<file path="src/hds_ram.sv">
// Generic single-port-write, single-port-read RAM with registered read data.
// Stand-alone; holds read data until the next read enable.
`timescale 1ns / 1ps
`default_nettype none

module hds_ram #(
	parameter int WIDTH = 32,
	parameter int DEPTH = 64
) (
	input  wire logic                     clk,
	input  wire logic                     we,
	input  wire logic [$clog2(DEPTH)-1:0] waddr,
	input  wire logic [WIDTH-1:0]         wdata,
	input  wire logic                     re,
	input  wire logic [$clog2(DEPTH)-1:0] raddr,
	output logic      [WIDTH-1:0]         rdata
);

	logic [WIDTH-1:0] mem_q [DEPTH];

	// Write port
	always_ff @(posedge clk) begin
		if (we) begin
			mem_q[waddr] <= wdata;
		end
	end

	// Registered read port
	always_ff @(posedge clk) begin
		if (re) begin
			rdata <= mem_q[raddr];
		end
	end

endmodule

`default_nettype wire

</file>
<file path="config.mk">
export PLATFORM = sky130hd
export DESIGN_NAME = hds_ram
export DESIGN_NICKNAME = d
export VERILOG_FILES = /design/src/hds_ram.sv
export SDC_FILE = /design/constraint.sdc
export NUM_CORES = 2
export LEC_CHECK = 0
export ABC_CLOCK_PERIOD_IN_PS = 4500
export BUFFER_PORTS_ARGS = -buffer_cell sky130_fd_sc_hd__buf_4
export CORE_AREA = 2 2 342 429
export DETAILED_ROUTE_END_ITERATION = 16
export DIE_AREA = 0 0 344 431
export HOLD_SLACK_MARGIN = 0.05
export MAX_ROUTING_LAYER = met4
export PLACE_DENSITY = 0.85
export SYNTH_ARGS = -nofsm -noshare
export SYNTH_HDL_FRONTEND = slang
export SYNTH_SLANG_ARGS = --single-unit
</file>
<file path="constraint.sdc">
create_clock -name clk -period 4.5 [get_ports clk]
set_input_delay 1.35 -clock clk [delete_from_list [all_inputs] [get_ports clk]]
set_output_delay 1.35 -clock clk [all_outputs]
set_load 0.005 [all_outputs]
</file>
Yosys cells after proc, flatten, opt, wreduce, memory -nomap -nowiden. Memory sizes are Yosys's and may differ from the RTL's. A register that Yosys moved wholly into a read port is not among the register bits. Cells that the tools add are included.

Flip-flop bits (word level): 0. RAM bits: 2048. Input port bits: 47. Output and inout port bits: 32. Logic and storage cells: 3. Memories: 1.

Memory list: mem_q (words 64, width 32, read ports 1, clocked after memory_dff 1, write ports 1, line 19) `logic [WIDTH-1:0] mem_q [DEPTH];`.

Mux-type cells: 2.

Operators with widths (count): two-way mux 1 bit (2).

Logic depth before layout (Yosys ltp).
Word-level depth: 2. Depth in mapped cells: 10.

Least setup slack after synthesis. OpenSTA, ideal clock, no wires.

Kind: input to register. From: in waddr[3]. To: mem mem_q[48][0], enable pin. Library setup time: 0.461 ns. Arrival: 4.049 ns. Slack: -0.010 ns. Cell stages on the path: 4. Cell sequence: clkbuf_1 > nor2b_1 > nand4b_1 > nor3_1.

RTL lines: start, declared (line 12) `input wire logic [$clog2(DEPTH)-1:0] waddr,`; end, declared (line 19).

Straight into the memory's write port.

==> results.json <==
{
  "synthTopCellsByArea": "edfxtp_1 (79%), mux4_2 (16%), mux2i_1 (1.2%), o22ai_1 (0.67%), nor2_1 (0.65%)",
  "yosysTopAreaCellShare_pct": 79.2,
  "dp_worst_setup_slack_ns": -0.140,
  "cp-end-kind": "flop",
  "busiest_layer": "met2",
  "arrival_ns": 4.59,
  "remaining_drc_errors": 0,
  "hold_path_end": "rdata[17]",
  "power.total_uw": 38600,
  "stdcell_area_sq_um": 88700,
  "min_path_cells": 4,
  "clk_pin_slew_ns": 0.07,
  "synth_edf_count": 2080,
  "use_met2_pct": 50.4,
  "p_leak_uw": 0.0275,
  "syn_area_sq_um": 78800,
  "clock_skew_ns": 0.0337,
  "fp.dieW_um": 344,
  "finalMaxSlewViolations": 0,
  "worst_slew_pin_slew_ns": 1.25,
  "final_cell_mix": "edfxtp_1 (2080), mux4_2 (544), buf_4 (242)",
  "drt_wl_total_um": 235000,
  "critPathRequiredTime_ns": 5.03,
  "syn_to_final_growth_pct": 12.5,
  "num-fill-cells": 8632,
  "cts_tree": "built",
  "start_util_pct": 54.7,
  "dieArea_sq_um": 148000,
  "setup_viol": 0,
  "cts_root_buffer": "clkbuf_16",
  "critPathKind": "in -> reg",
  "finalSetupTns_ns": 0,
  "first_pass_iters": 9,
  "synth_flop_cell": "edfxtp_1",
  "place.gp.congestion": 0.876,
  "grt_overflow": 0,
  "grt_max_degree": 65,
  "synthCells": 3324,
  "synth_warnings": 0,
  "syn_nets": 3371,
  "startpoint_type": "primary input",
  "r2r_cells": 4,
  "wl_per_cell_um": 41.6,
  "setup_slack_ns": 0.434,
  "min_period_ns": 4.07,
  "syn_area_per_cell_sq_um": 23.7,
  "grt_usage_pct": 32.9,
  "timing.rr.end": "rdata[18]",
  "clockBufferDepth": 3,
  "grt_first_pass_wirelength_um": 326000,
  "power.density_nw_per_um2": 435,
  "synth-seq-cells": 2080,
  "clock_sinks": 2080,
  "postCtsHoldBufs": 0,
  "maxCapViolCount": 0,
  "nets": 3644,
  "cts_resized": 0,
  "clock_latency_ns": 0.83,
  "peakVddDrop_v": 0.000443,
  "hp-start": "mem_q[12][17]",
  "seq_area_frac_synth_pct": 79.2,
  "grt_use_met3_pct": 9.73,
  "fin_cells": 5655,
  "yosysTopAreaCell": "edfxtp_1",
  "hpwl_um": 118000,
  "antenna_found_initial": 24,
  "post-route-period-util_pct": 90.4,
  "first_global_vias": 41400,
  "viasPerCell": 7.32,
  "met1_usage_pct": 39.4,
  "core-area_sq_um": 144000,
  "first_iter_violations": 8656,
  "synth_cell_types": 33,
  "num_rows": 156,
  "die_h_um": 431,
  "htree_levels": 4,
  "slew_headroom_pct": 16.5,
  "hold_class": "reg -> reg",
  "reg2reg_from": "mem_q[0][18]",
  "status": "complete, no violations",
  "vias": 41400,
  "fmax_mhz": 246,
  "cts_buffers": 175,
  "reg2reg_setup_slack_ns": 1.65,
  "antenna_left": 0,
  "ios": 79,
  "crit_fanout": 30,
  "rsz0062_at_grt": "no",
  "async_flop_share_pct": 0,
  "placed_area_sq_um": 83300,
  "drive_above_1_share_pct": 29.9,
  "place_inst": 5316,
  "post_cts_buffers": 0,
  "port_buffers": 78,
  "layout_commonest_cell": "edfxtp_1",
  "finalHoldViolations": 0
}
-- cell usage after synthesis (all sizes together) (5+ instances only) --
cell type / count
nand2: 26
mux4: 544
o22ai: 84
nor2: 137
a22oi: 12
edfxtp: 2080
clkbuf: 74
buf: 108
nand3: 5
o221ai: 27
nor2b: 15
mux2i: 93
nand3b: 5
a21oi: 62
or3b: 5
a311oi: 8
nand2b: 8
nor3: 7
-- worst max path at each step --
stage / start / end / slack [ns] / depth (start not counted)
floorplan: waddr[5] / mem_q[39][0] / 0.50 / 4
global placement: raddr[0] / rdata[1] / -0.07 / 7
detailed placement: raddr[0] / rdata[1] / -0.14 / 7
CTS: raddr[0] / rdata[1] / 0.71 / 7
global route: raddr[0] / rdata[18] / 0.45 / 7
finish: raddr[0] / rdata[18] / 0.43 / 7
-- power by group --
part	internal (uW)	total, uW	leakage (uW)	switching (uW)
combinational	788	2220	0.00620	1430
sequential	21500	21600	0.0187	92.4
clock	7810	14800	0.00261	6980
total	30100	38600	0.0275	8510
-- registers in the layout, indices dropped and copies added (netlist names) --
register,cells
mem_q,2048
rdata,32
-- layout make-up --
class                           count  area [sq um]  share of cell area (%)
Sequential cell                  2080         62500                    70.4
Multi-Input combinational cell   1062         16000                    18.0
Clock buffer                      220          4630                    5.22
Timing Repair Buffer              278          2520                    2.84
Tap cell                         1896          2370                    2.67
Clock inverter                     94           699                   0.788
Antenna cell                       25          62.6                  0.0705
-- per-layer routing --
metal	wire length (um)	vias up	part of all wire, %
met5	0	-	0
met3	37100	987	16
li1	-	14800	-
met1	68700	20800	29
met4	16700	0	7.1
met2	113000	4736	48
-- worst max-delay path: stages --
cell	delay (ns)
buf_8	0.39
buf_12	0.33
buf_12	0.29
mux4_2	0.58
mux4_2	0.51
o22ai_1	0.97
nor2_1	0.11
-- through the flow --
stage                     util [%]  hold slack (ns)
after global placement        57.9            0.801
after CTS                     61.6            0.874
after detailed placement      57.9            0.812
final                         61.6            0.851
after global routing          61.6            0.957
after floorplan                  -            0.750
-- cells by family (layout without fill, tap and decap cells) --
logic type	Yosys count	count (layout)	share of synthesized area, %
AO/OA/AOI/OAI	202	202	1.67
multiplexers	637	637	16.7
flip-flops	2080	2080	79.2
other	0	25	0
AND/OR/NAND/NOR	223	223	1.26
buffers and inverters	182	592	1.12
Power figures use the tool's default switching activity.
