$ cat src/hds_pkg.sv
// Shared types and constants for the heat diffusion stencil step.
// Used by every module of the block but hds_ram; depends on nothing.
`timescale 1ns / 1ps
`default_nettype none

package hds_pkg;

	// Grid and field sizes
	localparam int MAX_COLS   = 64;
	localparam int MAX_ROWS   = 4096;
	localparam int COL_W      = 6;
	localparam int ROW_W      = 12;
	localparam int VAL_W      = 32;
	localparam int GAIN_W     = 16;
	localparam int ROWCNT_W   = 13;
	localparam int COLCNT_W   = 7;

	// Arithmetic widths: stencil sum, gain product, floored quotient, final sum before clipping
	localparam int DIFF_W     = VAL_W + 3;
	localparam int PROD_W     = DIFF_W + GAIN_W + 1;
	localparam int QUOT_W     = PROD_W - GAIN_W;
	localparam int SUM_W      = QUOT_W + 1;

	// Configuration port
	localparam int PADDR_W    = 4;
	localparam int PDATA_W    = 32;
	localparam logic [1:0] REG_GAIN = 2'd0;
	localparam logic [1:0] REG_ROWS = 2'd1;
	localparam logic [1:0] REG_COLS = 2'd2;

	localparam logic [GAIN_W-1:0]   GAIN_RST = GAIN_W'(13107);
	localparam logic [ROWCNT_W-1:0] ROWS_RST = ROWCNT_W'(64);
	localparam logic [COLCNT_W-1:0] COLS_RST = COLCNT_W'(64);

	localparam logic [ROWCNT_W-1:0] ROWS_MIN = ROWCNT_W'(3);
	localparam logic [ROWCNT_W-1:0] ROWS_MAX = ROWCNT_W'(MAX_ROWS);
	localparam logic [COLCNT_W-1:0] COLS_MIN = COLCNT_W'(3);
	localparam logic [COLCNT_W-1:0] COLS_MAX = COLCNT_W'(MAX_COLS);

	// 1.0 in signed Q2.30
	localparam logic [VAL_W-1:0] VAL_ONE = VAL_W'(1) << (VAL_W - 2);

	typedef logic signed [VAL_W-1:0] value_t;

	// Per-cell control that travels with a cell down the pipeline
	typedef struct packed {
		logic [ROW_W-1:0] row;
		logic [COL_W-1:0] col;
		logic             top;
		logic             interior;
		logic             wrap;
		logic             bottom;
		logic             first;
		logic             last;
		logic             done;
	} item_ctl_t;

endpackage

`default_nettype wire

$ cat src/hds_pipe.sv
// Stencil arithmetic pipeline: window registers, sum, gain product, clipping.
// Uses hds_pkg; row store read data comes from the top level.
`timescale 1ns / 1ps
`default_nettype none

module hds_pipe (
	input  wire logic                          clk,
	input  wire logic                          arst_n,
	input  wire logic [hds_pkg::GAIN_W-1:0]    gain,
	// cell entering stage 1 (store reads issued in the same cycle)
	input  wire logic                          cell_load,
	input  wire hds_pkg::item_ctl_t            cell_ctl,
	input  wire hds_pkg::value_t               cell_x,
	output logic                               cell_ready,
	input  wire hds_pkg::value_t               rd_up,
	input  wire hds_pkg::value_t               rd_mid,
	// row store write-back
	output logic                               wr_en,
	output logic [hds_pkg::COL_W-1:0]          wr_addr,
	output hds_pkg::value_t                    wr_up_data,
	output hds_pkg::value_t                    wr_mid_data,
	// finished cell toward the emitter
	output logic                               res_valid,
	output hds_pkg::item_ctl_t                 res_ctl,
	output hds_pkg::value_t                    res_value,
	input  wire logic                          res_ready
);
	import hds_pkg::*;

	logic       valid_s1, valid_s2, valid_s3;
	item_ctl_t  ctl_s1, ctl_s2, ctl_s3;
	value_t     x_s1;
	value_t     centre_s2, centre_s3;
	logic signed [DIFF_W-1:0] diff_s2;
	logic signed [PROD_W-1:0] prod_s3;

	value_t prev_right_q, prev_centre_q;

	logic ready_s1, ready_s2, ready_s3;
	logic fire_s1, fire_s2;

	logic signed [DIFF_W-1:0] up_e, down_e, left_e, right_e, centre_e, diff;
	logic signed [PROD_W-1:0] prod;
	logic signed [QUOT_W-1:0] quot;
	logic signed [SUM_W-1:0]  sum;
	logic                     ovf_hi, ovf_lo;

	// Stage handshake: a stage moves when the next one is empty or moving
	assign ready_s3   = !valid_s3 || res_ready;
	assign ready_s2   = !valid_s2 || ready_s3;
	assign ready_s1   = !valid_s1 || ready_s2;
	assign fire_s1    = valid_s1 && ready_s2;
	assign fire_s2    = valid_s2 && ready_s3;
	assign cell_ready = ready_s1;

	always_ff @(posedge clk or negedge arst_n) begin
		if (!arst_n) begin
			valid_s1 <= 1'b0;
			valid_s2 <= 1'b0;
			valid_s3 <= 1'b0;
		end else begin
			if (ready_s1) valid_s1 <= cell_load;
			if (ready_s2) valid_s2 <= valid_s1;
			if (ready_s3) valid_s3 <= valid_s2;
		end
	end

	// Stage 1: hold the cell while its store reads come back
	always_ff @(posedge clk) begin
		if (cell_load && ready_s1) begin
			ctl_s1 <= cell_ctl;
			x_s1   <= cell_x;
		end
	end

	// Window along the previous row: right of cell j-1 is centre of cell j
	always_ff @(posedge clk) begin
		if (fire_s1) begin
			prev_right_q  <= rd_mid;
			prev_centre_q <= prev_right_q;
		end
	end

	// Write back: old middle row shifts to upper, new cell into middle
	assign wr_en       = fire_s1;
	assign wr_addr     = ctl_s1.col;
	assign wr_up_data  = prev_right_q;
	assign wr_mid_data = x_s1;

	// Five-point sum: up + down + left + right - 4 * centre
	always_comb begin
		up_e     = $signed({{(DIFF_W-VAL_W){rd_up[VAL_W-1]}}, rd_up});
		down_e   = $signed({{(DIFF_W-VAL_W){x_s1[VAL_W-1]}}, x_s1});
		left_e   = $signed({{(DIFF_W-VAL_W){prev_centre_q[VAL_W-1]}}, prev_centre_q});
		right_e  = $signed({{(DIFF_W-VAL_W){rd_mid[VAL_W-1]}}, rd_mid});
		centre_e = $signed({{(DIFF_W-VAL_W){prev_right_q[VAL_W-1]}}, prev_right_q});
		diff     = up_e + down_e + left_e + right_e - (centre_e <<< 2);
	end

	// Stage 2: register the sum
	always_ff @(posedge clk) begin
		if (fire_s1) begin
			ctl_s2    <= ctl_s1;
			centre_s2 <= prev_right_q;
			diff_s2   <= diff;
		end
	end

	// Gain product
	assign prod = $signed({1'b0, gain}) * diff_s2;

	// Stage 3: register the product
	always_ff @(posedge clk) begin
		if (fire_s2) begin
			ctl_s3    <= ctl_s2;
			centre_s3 <= centre_s2;
			prod_s3   <= prod;
		end
	end

	// Floor the product, add centre, clip to the value range
	always_comb begin
		quot   = $signed(prod_s3[PROD_W-1:GAIN_W]);
		sum    = $signed({{(SUM_W-VAL_W){centre_s3[VAL_W-1]}}, centre_s3})
		       + $signed({quot[QUOT_W-1], quot});
		ovf_hi = !sum[SUM_W-1] && (|sum[SUM_W-2:VAL_W-1]);
		ovf_lo = sum[SUM_W-1] && !(&sum[SUM_W-2:VAL_W-1]);
		if (ovf_hi) begin
			res_value = $signed({1'b0, {(VAL_W-1){1'b1}}});
		end else if (ovf_lo) begin
			res_value = $signed({1'b1, {(VAL_W-1){1'b0}}});
		end else begin
			res_value = $signed(sum[VAL_W-1:0]);
		end
	end

	assign res_valid = valid_s3;
	assign res_ctl   = ctl_s3;

endmodule

`default_nettype wire

$ cat config.mk
export PLATFORM = sky130hd
export DESIGN_NAME = hds_pipe
export DESIGN_NICKNAME = d
export VERILOG_FILES = /design/src/hds_pkg.sv /design/src/hds_pipe.sv
export SDC_FILE = /design/constraint.sdc
export NUM_CORES = 2
export LEC_CHECK = 0
export BUFFER_PORTS_ARGS = -buffer_cell sky130_fd_sc_hd__buf_2
export CAP_MARGIN = 25
export CORE_ASPECT_RATIO = 0.5
export CORE_MARGIN = 5
export CORE_UTILIZATION = 57
export DETAILED_ROUTE_END_ITERATION = 12
export HOLD_SLACK_MARGIN = 0.03
export PLACE_DENSITY = 0.76
export SKIP_CTS_REPAIR_TIMING = 1
export SYNTH_ARGS = -nofsm -noshare
export SYNTH_HDL_FRONTEND = slang
export SYNTH_SLANG_ARGS = --single-unit
$ cat constraint.sdc
create_clock -name clk -period 6.37 [get_ports clk]
set_input_delay 1.274 -clock clk [delete_from_list [all_inputs] [get_ports clk]]
set_output_delay 1.274 -clock clk [all_outputs]
set_load 0.1 [all_outputs]
* Word level (Yosys, flattened, before mapping)
Cells that the tools add are included.
Operators by class: multipliers 1, add/sub/neg operators 5, reductions and logical operators 15, mux-type cells 2
Operator list (number):
- 32-bit 2-to-1 mux | 2
- 17-bit by 35-bit multiplier with 52-bit output | 1
- 32-bit by 36-bit adder with 37-bit output | 1
- 34-bit by 32-bit adder with 35-bit output | 1
- 35-bit by 34-bit subtractor with 35-bit output | 1
- 33-bit by 32-bit adder with 34-bit output | 1
- 32-bit by 32-bit adder with 33-bit output | 1
- 1-bit logical AND | 5
- 1-bit logical NOT | 5
- 5-bit AND reduction | 1
- 5-bit OR reduction | 1
- 1-bit logical OR | 3
Word-level totals: flip-flop bits (word level) 293, bits of input ports 141

* Depth between registers and ports, before layout
word-level depth 6, gate-level depth with buffers 25, mapped depth without buffers 24

* Worst setup path before layout
No wires, ideal clock.
path type input to register, start point input gain[2] in the netlist's numbering, end point register prod_s3[51] (data pin), library setup time 0.260 ns, data arrival time 7.575 ns, data required time 6.110 ns, stages 23, slack -1.465 ns, path through clkbuf_1 -> clkbuf_1 -> nand2_1 -> fa_1 -> fa_1 -> fa_1 -> inv_1 -> fa_1 -> fa_1 -> inv_1 -> fa_1 -> inv_1 -> ha_1 -> a211oi_1 -> o211ai_1 -> a221oi_1 -> o21ai_0 -> or3b_1 -> o22ai_1 -> o21ai_1 -> a2111o_1 -> a31oi_1 -> xnor2_1
Between the ends: cells in the longest elaborated chain, start to end 1
Ends and longest elaborated chain:
- start: declaration | line hds_pipe.sv:9 | input wire logic [hds_pkg::GAIN_W-1:0] gain,
- 17-bit by 35-bit multiplier with 52-bit output | line hds_pipe.sv:110 | assign prod = $signed({1'b0, gain}) * diff_s2;
- via prod[51] | line hds_pipe.sv:43 | logic signed [PROD_W-1:0] prod;
- end signal: assignment | line hds_pipe.sv:117 | prod_s3 <= prod;
- end: declaration | line hds_pipe.sv:35 | logic signed [PROD_W-1:0] prod_s3;
The timed path passes the listed nets, and every way through them passes these cells. A chain may end at the register's enable or synchronous reset.

* Final worst setup path
start point input gain[11] in the netlist's numbering, end point register prod_s3[45] (data pin)
The elaborated chain is that of the path after synthesis.

==> impl_metrics.tcl <==
set metrics [dict create \
    synthesis.area_per_instance_um2 10.5 \
    rsz0062_at_grt "true" \
    areaGrowthSynthToFinish_pct 18.3 \
    required_ps 6680 \
    port_buffers 270 \
    crit_path_start_kind "input pin" \
    drt_first_pass_iters 6 \
    die_w_um 352 \
    clkLatencyLatePin_ps 570 \
    hold_ws_ps 415 \
    synth_nets 4153 \
    cp_max_fo 6 \
    fin_area_um2 39500 \
    first_global_vias 25900 \
    cts_root_buffer "clkbuf_16" \
    violations "negative setup slack" \
    dpl_worst_slack_ps -1380 \
    nets 4631 \
    syn_area_um2 33400 \
    critical_path_class "input pin to flop" \
    rows 62 \
    clock-sinks 277 \
    synth-seq-cells 277 \
    worstRegToRegCells 24 \
    reg2reg_slack_ps -520 \
    ys_warn_count 0 \
    final_common_cell "inv_1" \
    async_flop_share_pct 1.08 \
    synthFlopType "edfxtp_1" \
    dpl_cell_area_um2 37700 \
    critPathCaptureType "flop" \
    cap_violations 0 \
    drt-initial-drc-count 1997 \
    place_hpwl_um 71900 \
    vias 24100 \
    grt_pass1_wl_um 139000 \
    arrival_ps 7280 \
    max_freq_ghz 0.143 \
    utilization_pct 68.5 \
    drt_wl_total_um 87700 \
    num_io_pins 271 \
    wl_per_cell_um 19.7 \
    synth_top_area_cell "fa_1" \
    drc 0 \
    overflow 0 \
    grt_max_degree 84 \
    core_um2 57700 \
    start_util_pct 57.9 \
    synth_top_area_share_pct 37.7 \
    worstMarginPinSlew_ps 902 \
    layout_common_cells "inv_1, fa_1, nand2_1" \
    finalCritPeriodShare_pct 109 \
    via_per_inst 5.40 \
    synthDistinctLibCells 67 \
    cts_tree "built" \
    htreeDepth 1 \
    synth_edf_count 274 \
    worst_slack_ps -601 \
    place_congestion 0.910 \
    grt.total_usage_pct 27.5 \
    yosysSeqAreaShare_pct 24.8 \
    antenna_found_initial 3 \
    holdPathStages 0 \
    setup_violations 27 \
    clock_skew_ps 9.27 \
    hold_viol 0 \
    drv_slew 0 \
    syn_inst 3190 \
    detail-route-antenna-nets 0 \
    path_clk_slew_ps 60 \
    die_area_um2 63900 \
    numCtsBuffers 29 \
    outcome "complete, but fails checks" \
    relSlewSlack_pct 39.6 \
    chipHeight_um 181 \
    synthTopCellsByArea "fa_1, edfxtp_1, inv_1" \
    hold_path_class "flop to flop" \
    layout_min_cycle_time_ps 6970 \
    drive_gt1_share_pct 19.6 \
    cts_buffer_depth 3 \
]
-- path summary, 6_finish.rpt --
| kind | start | to |
|---|---|---|
| setup / recovery | gain[11] | prod_s3[45] |
| hold / removal | ctl_s2[5] | res_ctl[5] |
| setup reg to reg | diff_s2[17] | prod_s3[45] |
| hold reg to reg | ctl_s2[5] | res_ctl[5] |
| max in group asynchronous | arst_n | valid_s1 |
| min in group asynchronous | arst_n | res_valid |
-- synthesized netlist by cell type (3+ instances only) --
master,number
fa_1,629
inv_1,774
o21a_1,20
or3_1,4
nand4_1,8
a21o_1,70
a31o_1,4
a31oi_1,9
buf_4,6
nand3_1,21
a2111o_1,4
buf_6,3
o21ba_2,3
o31a_1,3
xnor2_1,73
nor2b_1,11
a21oi_1,91
a31o_2,4
clkbuf_1,107
ha_1,193
nor3_1,16
xor2_1,27
nand2b_1,13
o22ai_1,3
o21bai_1,8
a211oi_1,6
nor3b_1,4
nor4_1,3
a221oi_1,4
o21ai_0,47
o211ai_1,13
nand2_1,412
dfrtp_1,3
a2111oi_0,3
nor2_1,53
and2_1,212
edfxtp_1,274
and3_1,16
-- layout make-up --
cell class	count	area (µm²)
Inverter	774	2910
Tap cell	768	961
Fill cell	4342	18200
Multi-Input combinational cell	2021	22300
Antenna cell	2	5.00
Clock buffer	35	748
Clock inverter	17	143
Sequential cell	277	8300
Timing Repair Buffer	565	4140
-- metal layers --
metal / track usage [%] / vias up / share of wire [%]
met5: 0 / - / 0.015
met4: 7.53 / 2 / 3.1
met3: 5.52 / 180 / 9.3
met2: 46.2 / 997 / 48
met1: 37.0 / 12200 / 39
li1: - / 10700 / -
-- cell families after synthesis --
| group | count (synthesis) | share of synthesized area (%) |
|---|---|---|
| buf+inv | 892 | 10.2 |
| fa+ha+maj | 822 | 44.9 |
| simple gates | 781 | 11.1 |
| compound gates | 317 | 6.40 |
| flops | 277 | 24.8 |
| xor+xnor | 100 | 2.62 |
| mux | 1 | 0.0299 |
-- worst max-delay path, stage by stage --
cell	delay, ps
buf_12	90
buf_12	120
nand2_4	50
fa_1	530
inv_1	50
fa_1	460
fa_1	610
fa_1	470
fa_1	540
inv_1	60
fa_1	500
inv_2	50
ha_4	220
a21oi_4	170
o211ai_1	140
a221oi_2	340
o21ai_2	130
or3b_4	410
o22ai_4	200
o21ai_4	110
buf_6	140
buf_6	120
a31oi_4	180
o21bai_1	120
xor2_1	190
-- through the flow --
stage / cells / setup TNS [ps]
floorplan: 3190 / -10370
global placement: 4379 / -31460
detailed placement: 4379 / -34940
CTS: 4431 / -14620
global route: 4458 / -13770
finish: 4459 / -8380
-- registers in the layout, indices dropped and copies added (netlist names) --
name	count
centre_s2	32
centre_s3	32
ctl_s1	19
ctl_s2	25
diff_s2	35
prod_s3	36
res_ctl	25
res_valid	1
valid_s1	1
valid_s2	1
wr_addr	6
wr_mid_data	32
wr_up_data	32
Power is not shown: default switching activity piles up to over one toggle a cycle in this logic, so the estimate is an artifact.
