File: src/hds_pkg.sv
// Shared types and constants for the heat diffusion stencil step.
// Used by every module of the block but hds_ram; depends on nothing.
`timescale 1ns / 1ps
`default_nettype none

package hds_pkg;

	// Grid and field sizes
	localparam int MAX_COLS   = 64;
	localparam int MAX_ROWS   = 4096;
	localparam int COL_W      = 6;
	localparam int ROW_W      = 12;
	localparam int VAL_W      = 32;
	localparam int GAIN_W     = 16;
	localparam int ROWCNT_W   = 13;
	localparam int COLCNT_W   = 7;

	// Arithmetic widths: stencil sum, gain product, floored quotient, final sum before clipping
	localparam int DIFF_W     = VAL_W + 3;
	localparam int PROD_W     = DIFF_W + GAIN_W + 1;
	localparam int QUOT_W     = PROD_W - GAIN_W;
	localparam int SUM_W      = QUOT_W + 1;

	// Configuration port
	localparam int PADDR_W    = 4;
	localparam int PDATA_W    = 32;
	localparam logic [1:0] REG_GAIN = 2'd0;
	localparam logic [1:0] REG_ROWS = 2'd1;
	localparam logic [1:0] REG_COLS = 2'd2;

	localparam logic [GAIN_W-1:0]   GAIN_RST = GAIN_W'(13107);
	localparam logic [ROWCNT_W-1:0] ROWS_RST = ROWCNT_W'(64);
	localparam logic [COLCNT_W-1:0] COLS_RST = COLCNT_W'(64);

	localparam logic [ROWCNT_W-1:0] ROWS_MIN = ROWCNT_W'(3);
	localparam logic [ROWCNT_W-1:0] ROWS_MAX = ROWCNT_W'(MAX_ROWS);
	localparam logic [COLCNT_W-1:0] COLS_MIN = COLCNT_W'(3);
	localparam logic [COLCNT_W-1:0] COLS_MAX = COLCNT_W'(MAX_COLS);

	// 1.0 in signed Q2.30
	localparam logic [VAL_W-1:0] VAL_ONE = VAL_W'(1) << (VAL_W - 2);

	typedef logic signed [VAL_W-1:0] value_t;

	// Per-cell control that travels with a cell down the pipeline
	typedef struct packed {
		logic [ROW_W-1:0] row;
		logic [COL_W-1:0] col;
		logic             top;
		logic             interior;
		logic             wrap;
		logic             bottom;
		logic             first;
		logic             last;
		logic             done;
	} item_ctl_t;

endpackage

`default_nettype wire

File: src/hds_emit.sv
// Result emitter: expands one finished cell into its results, one per cycle
// while result_stall allows, and drives the output register. Uses hds_pkg.
`timescale 1ns / 1ps
`default_nettype none

module hds_emit (
	input  wire logic                        clk,
	input  wire logic                        arst_n,
	// finished cell from the pipeline
	input  wire logic                        cell_valid_in,
	input  wire hds_pkg::item_ctl_t          cell_ctl,
	input  wire hds_pkg::value_t             cell_result,
	output logic                             cell_ready_out,
	// result channel
	output logic                             result_valid,
	input  wire logic                        result_stall,
	output logic [hds_pkg::ROW_W-1:0]        out_row,
	output logic [hds_pkg::COL_W-1:0]        out_column,
	output hds_pkg::value_t                  new_value,
	output logic                             grid_done
);
	import hds_pkg::*;

	// Pending result kinds, emitted lowest first
	localparam int B_TOP   = 0;
	localparam int B_STEN  = 1;
	localparam int B_WRAP0 = 2;
	localparam int B_WRAPN = 3;
	localparam int B_BOT   = 4;
	localparam int NKIND   = 5;

	logic [NKIND-1:0] pend_q, pend_clr, pend_after, pend_new;
	logic [ROW_W-1:0] row_q, row_m1;
	logic [COL_W-1:0] col_q;
	value_t           val_q, first_cap_q, last_cap_q;
	logic             done_q;
	value_t           first_q, last_q;

	logic             out_free, emit, hold_free, load;
	logic [ROW_W-1:0] n_row;
	logic [COL_W-1:0] n_col;
	value_t           n_val;
	logic             n_done;

	assign out_free = !result_valid || !result_stall;
	assign emit     = (pend_q != '0) && out_free;
	assign row_m1   = row_q - ROW_W'(1);

	// Pick the next result of the held cell
	always_comb begin
		pend_clr = '0;
		n_row    = row_m1;
		n_col    = col_q;
		n_val    = val_q;
		n_done   = 1'b0;
		priority if (pend_q[B_TOP]) begin
			pend_clr[B_TOP] = 1'b1;
			n_row = '0;
			n_val = '0;
		end else if (pend_q[B_STEN]) begin
			pend_clr[B_STEN] = 1'b1;
		end else if (pend_q[B_WRAP0]) begin
			pend_clr[B_WRAP0] = 1'b1;
			n_col = '0;
			n_val = last_cap_q;
		end else if (pend_q[B_WRAPN]) begin
			pend_clr[B_WRAPN] = 1'b1;
			n_val = first_cap_q;
		end else begin
			pend_clr[B_BOT] = pend_q[B_BOT];
			n_row  = row_q;
			n_val  = $signed(VAL_ONE);
			n_done = done_q;
		end
	end

	assign pend_after     = pend_q & ~pend_clr;
	assign hold_free      = (pend_q == '0) || (emit && (pend_after == '0));
	assign load           = cell_valid_in && hold_free;
	assign cell_ready_out = hold_free;

	assign pend_new = {cell_ctl.bottom, cell_ctl.wrap, cell_ctl.wrap,
	                   cell_ctl.interior, cell_ctl.top};

	// Pending mask: load a new cell or drop the result just sent
	always_ff @(posedge clk or negedge arst_n) begin
		if (!arst_n) begin
			pend_q <= '0;
		end else if (load) begin
			pend_q <= pend_new;
		end else if (emit) begin
			pend_q <= pend_after;
		end
	end

	// Hold the cell's payload
	always_ff @(posedge clk) begin
		if (load) begin
			row_q       <= cell_ctl.row;
			col_q       <= cell_ctl.col;
			val_q       <= cell_result;
			done_q      <= cell_ctl.done;
			first_cap_q <= first_q;
			last_cap_q  <= last_q;
		end
	end

	// Track first and last interior results of the row in progress
	always_ff @(posedge clk or negedge arst_n) begin
		if (!arst_n) begin
			first_q <= '0;
			last_q  <= '0;
		end else if (load && cell_ctl.interior) begin
			if (cell_ctl.first) first_q <= cell_result;
			if (cell_ctl.last)  last_q  <= cell_result;
		end
	end

	// Output register
	always_ff @(posedge clk or negedge arst_n) begin
		if (!arst_n) begin
			result_valid <= 1'b0;
		end else if (emit) begin
			result_valid <= 1'b1;
		end else if (!result_stall) begin
			result_valid <= 1'b0;
		end
	end

	always_ff @(posedge clk) begin
		if (emit) begin
			out_row    <= n_row;
			out_column <= n_col;
			new_value  <= n_val;
			grid_done  <= n_done;
		end
	end

endmodule

`default_nettype wire

File: config.mk
export PLATFORM = sky130hd
export DESIGN_NAME = hds_emit
export DESIGN_NICKNAME = d
export VERILOG_FILES = /design/src/hds_pkg.sv /design/src/hds_emit.sv
export SDC_FILE = /design/constraint.sdc
export NUM_CORES = 1
export LEC_CHECK = 0
export ABC_AREA = 0
export BUFFER_PORTS_ARGS = -buffer_cell sky130_fd_sc_hd__clkbuf_2
export CAP_MARGIN = 20
export CELL_PAD_IN_SITES_DETAIL_PLACEMENT = 1
export CELL_PAD_IN_SITES_GLOBAL_PLACEMENT = 1
export CORE_UTILIZATION = 50
export CTS_BUF_LIST = sky130_fd_sc_hd__clkbuf_8
export DETAILED_ROUTE_END_ITERATION = 12
export PLACE_DENSITY = 0.8
export SYNTH_ARGS = -nofsm -noshare
export SYNTH_HDL_FRONTEND = slang
export SYNTH_SLANG_ARGS = --single-unit
export TNS_END_PERCENT = 5
File: constraint.sdc
create_clock -name clk -period 5.5 [get_ports clk]
set_input_delay 1.1 -clock clk [delete_from_list [all_inputs] [get_ports clk]]
set_output_delay 1.1 -clock clk [all_outputs]
set_load 0.05 [all_outputs]
Yosys cells after proc, flatten, opt, wreduce, memory -nomap -nowiden --
Index checks and enable logic that the tools add are counted.
Storage, ports and cells: output and inout bits 53, register bits after elaboration 236, bits of input ports 61
Cells by class: muxes and demuxes 21, equality and inequality tests 1, bitwise gates (word level) 2, add/subtract/negate cells 1, reduce and logical (&&, ||, !) cells 15
Operators with widths (number):
- 2-to-1 mux 32 bit | 3
- 2-to-1 mux 12 bit | 3
- 2-to-1 mux 6 bit | 3
- subtractor 12 x 1 -> 12 bit, second input constant | 1
- zero test 5 bit | 2
- 2-to-1 mux 5 bit | 2
- 2-to-1 mux 1 bit | 7
- bitwise AND 5 bit | 1
- inverter 5 bit | 1
- nonzero test 5 bit | 1
- logical AND 1 bit | 4
- 2-to-1 mux 4 bit | 1
- AND reduction 2 bit | 2
- OR reduction 4 bit | 1
- 2-to-1 mux 3 bit | 1
- zero test 1 bit | 2
- logical OR 1 bit | 2
- 2-to-1 mux 2 bit | 1
- != test 2 x 1 -> 1 bit, second input constant | 1
- nonzero test 2 bit | 1

Depth between registers and ports, before layout --
depth after elaboration 12, depth in mapped cells 6

Worst setup path after synthesis --
No wires, ideal clock.
path type input to register, from input result_stall, to register col_q[0] (enable), setup slack 0.435 ns, arrival 4.577 ns, library setup time 0.488 ns, cell stages on the path 5, data required time 5.012 ns, cells stage by stage a311oi_1 o21a_4 or2_1 buf_6 and2_1
Between the ends: cells in the longest elaborated chain, start to end 6
RTL lines:
- from (decl) | line hds_emit.sv:16 | input wire logic result_stall,
- zero test 1 bit
- logical OR 1 bit | line hds_emit.sv:45 | assign out_free = !result_valid || !result_stall;
- logical AND 1 bit | line hds_emit.sv:46 | assign emit = (pend_q != '0) && out_free;
- logical AND 1 bit | line hds_emit.sv:78 | assign hold_free = (pend_q == '0) || (emit && (pend_after == '0));
- logical OR 1 bit | line hds_emit.sv:78
- via cell_ready_out | line hds_emit.sv:13 | output logic cell_ready_out,
- logical AND 1 bit | line hds_emit.sv:79 | assign load = cell_valid_in && hold_free;
- via load | line hds_emit.sv:39 | logic out_free, emit, hold_free, load;
- to (signal assigned) | line hds_emit.sv:100 | col_q <= cell_ctl.col;
- to (decl) | line hds_emit.sv:34 | logic [COL_W-1:0] col_q;
The timed path passes the listed nets, and every way through them passes these cells. A chain may end at the register's enable or synchronous reset.

Worst setup path after layout --
from register pend_q[1], to output cell_ready_out
Between the ends: cells in the longest elaborated chain, start to end 7, elaborated cells between the ends (all ways) 11, classes of those cells mux (3); bitwise (2); reduce/logical (6)
RTL lines:
- from (decl) | line hds_emit.sv:32 | logic [NKIND-1:0] pend_q, pend_clr, pend_after, pend_new;
- from (signal assigned) | line hds_emit.sv:90 | pend_q <= pend_new;
- from (signal assigned) | line hds_emit.sv:92 | pend_q <= pend_after;
- 2-to-1 mux 1 bit or 2-to-1 mux 3 bit (tied branches) | line hds_emit.sv:60 | end else if (pend_q[B_STEN]) begin
- 2-to-1 mux 4 bit | line hds_emit.sv:56 | priority if (pend_q[B_TOP]) begin
- inverter 5 bit | line hds_emit.sv:77 | assign pend_after = pend_q & ~pend_clr;
- bitwise AND 5 bit | line hds_emit.sv:77
- zero test 5 bit | line hds_emit.sv:78
- logical AND 1 bit | line hds_emit.sv:78
- logical OR 1 bit (*) | line hds_emit.sv:78
- to (decl) | line hds_emit.sv:13
Every way passes the cells marked *; elsewhere a longest branch is shown, timed or not.

==> impl_results.md <==
- N_diodes: 0
- Share of cells above drive strength 1: about 26%
- DRT Wirelength: about 20 mm
- R2R setup slack: 2300 ps
- Dpl hpwl: 12.0 mm
- Critical path depth in cells: 5
- # rows: 48
- Global-route wire length before repair: ~31 mm
- Worst-path fanout max: 43
- Async SR Flop Fraction: between 20% and 30%
- Leakage Power: roughly 0.0040 uW
- Slew Limit Fails: 0
- Slew HR: between 20% and 30%
- Post-synth EDFFs: roughly 170
- Synth warnings: 0
- Synthesis-to-finish area growth: 17.1%
- Clk_skew: 16.0 ps
- Ports: ~110
- Crit Path Class: register to output port
- Average cell area after synthesis: about 16 um2
- Vias per cell: approximately 5.7
- Die Wd: approximately 140 um
- Critical Path Start: pend_q[1]
- Total global routing overflow: 0
- Mapped Cells: between 500 and 600
- TNS Setup: 0 ps
- Initial DRC Count: between 300 and 400
- CTS tree: built
- Worst-Margin Slew: around 1100 ps
- DR pass1 iterations: 4
- Root buf cell: clkbuf_8
- Core ar.: ~17000 um2
- Fin util: 60.0%
- Slowest cell on the critical path: dfrtp_2
- Synthesized flop and latch total: approximately 240
- Post-synthesis cell type count: 47
- Post-cts resize count: 0
- Peak VDD IR: about 0.32 mV
- Tightest Hold Check Type: register to register
- Placed cells: 860
- All-layer global routing usage: about 23%
- Setup-failing EPs final: 0
- Wirelength per Cell: approximately 22 um
- Status: finished clean
- Final min period: about 3800 ps
- H-tree Lvls: 2
- Cell family with most CP delay: buffers and inverters
- Max Clock Freq: roughly 0.26 GHz
- Most common cell after layout, fill and taps aside: edfxtp_1
- R2R cell count: 6
- Pwr/cell area: approximately 660 nW/um2
- Number of routed nets with antenna violations: 0
- Vias in the first global route: about 5.9k
- Worst stage delay on the critical path: roughly 660 ps
- Initial antenna violation count: 0
- Via count: 5324
- Syn Nets: around 620
- Num CTS Buffers: 38
- Clk slew on worst S/H paths: 60 ps
- Top_reg_cell synth: edfxtp_1
- I/O Buffers: about 110
- Cell Area, Synth: 8900 um2
- Critical path endpoint: cell_ready_out
- Final cycle utilization of the critical path: ~70%
- Buf/Inv on CP: 2
- Post-CTS Setup Bufs: 0
- Die H: ~140 um
- Initial Util: around half
- Endpoints failing hold: 0
- Routability cong.: between 0.7 and 0.8
- Final routed DRC violation total: 0
- Commonest non-fill, non-tap cells in the layout: edfxtp_1, clkbuf_2, dfrtp_1, o2bb2ai_1, clkbuf_8
- Cell Chain, Critical Path: buf_4, a221oi_2, o21a_4, or2_1, clkbuf_2
- Clock Latency Late Sink: ~520 ps
- Worst slack, placed: approximately 1700 ps
- Pin count of the biggest net entering global routing: 87
- Worst EP required: 4400 ps
- Max-cap violations: 0
- Final net count: approximately 740
- R2R Path Start: pend_q[0]
- CP Data Arrival Time: about 2700 ps
- Register area share after synthesis: between 70% and 80%
- RSZ-0062 raised after global routing: no
- FF-to-FF End: first_cap_q[29]
- Clock buffer depth: 3
- Final Non-Filler Cells: just over 900
- Setup WS post-layout: roughly 1700 ps
- # hold bufs at CTS: 0
- Clk sinks: ~240
- Die Area: about 18000 um2
- Crit path capture type: output port
- Setup crit start kind: register
-- where the power goes --
| part | switching [uW] | internal (uW) | leakage, uW |
|---|---|---|---|
| Sequential | 441 | 2900 | 0.00246 |
| Clock | 634 | 722 | 0.000428 |
| Combinational | 1540 | 635 | 0.00111 |
| Total | 2620 | 4260 | 0.00400 |
-- synthesized netlist by cell type (2+ instances only) --
master	instances	area share, %
a21oi_1	4	0.23
nand2_1	36	1.5
inv_1	3	0.13
buf_2	13	0.73
dfrtp_1	70	20
a221oi_1	32	3.2
clkbuf_1	18	0.76
o21ai_0	3	0.17
buf_1	2	0.084
and2_1	3	0.21
nand3b_1	2	0.17
a31o_1	2	0.20
nor2b_1	38	2.7
xor2_1	5	0.49
buf_4	7	0.59
nor2_1	17	0.72
edfxtp_1	166	56
o21a_1	2	0.17
xnor2_1	4	0.39
nand3_1	3	0.17
a32o_1	2	0.23
nor3_1	34	1.9
o2bb2ai_1	64	6.3
or3_1	3	0.21
a211oi_1	2	0.17
o211ai_2	2	0.28
nor4b_1	2	0.20
-- per-stage QoR --
step                hold WS (ps)  power, uW  instance area, um2
global route                 458       7200               10400
CTS                          448       6890               10300
detailed placement           433       5510                9620
floorplan                    426       4900                8900
global placement             434       5340                9620
finish                       446       6870               10400
-- sequential cells by signal (all words and copies together), names as in the netlist --
| name | count |
|---|---|
| result_valid | 1 |
| last_q | 32 |
| pend_q | 5 |
| first_q | 32 |
| last_cap_q | 32 |
| out_column | 6 |
| out_row | 12 |
| col_q | 6 |
| first_cap_q | 32 |
| row_q | 12 |
| done_q | 1 |
| new_value | 32 |
| grid_done | 1 |
| val_q | 32 |
-- per-layer routing --
metal  GRT usage [%]  wire [um]  vias up
met1            26.9       8030     2717
met5               0          0        -
li1                -          -     2411
met4            9.24        403        0
met2            41.1      10800      158
met3            4.64        959       38
-- kinds of logic after synthesis --
logic type                 share of synthesized area, %
AOI/OAI and AO/OA                                  12.1
xor gates and xnor gates                          0.886
adders and majority gates                         0.141
buffers and inverters                              2.46
DFF                                                75.7
and+or+nand+nor                                    8.69
-- cell type report --
class / instances / area, um2
Fill cell: 1650 / 6940
Sequential cell: 236 / 6740
Multi-Input combinational cell: 278 / 1990
Timing Repair Buffer: 121 / 701
Clock buffer: 44 / 606
Tap cell: 225 / 282
Clock inverter: 23 / 86.3
Inverter: 4 / 15.0
-- worst min-delay path by stage --
stage / start / endpoint / slack [ps] / cells past startpoint
2_1_floorplan: first_q[0] / first_cap_q[0] / 430 / 0
3_5_place_dp: first_q[22] / first_cap_q[22] / 430 / 0
4_1_cts: last_q[11] / last_cap_q[11] / 450 / 0
5_1_grt: first_q[3] / first_cap_q[3] / 460 / 0
3_3_place_gp: first_q[28] / first_cap_q[28] / 430 / 0
6_report: first_q[22] / first_cap_q[22] / 450 / 0
No activity file was read; power rests on OpenSTA's default activity.
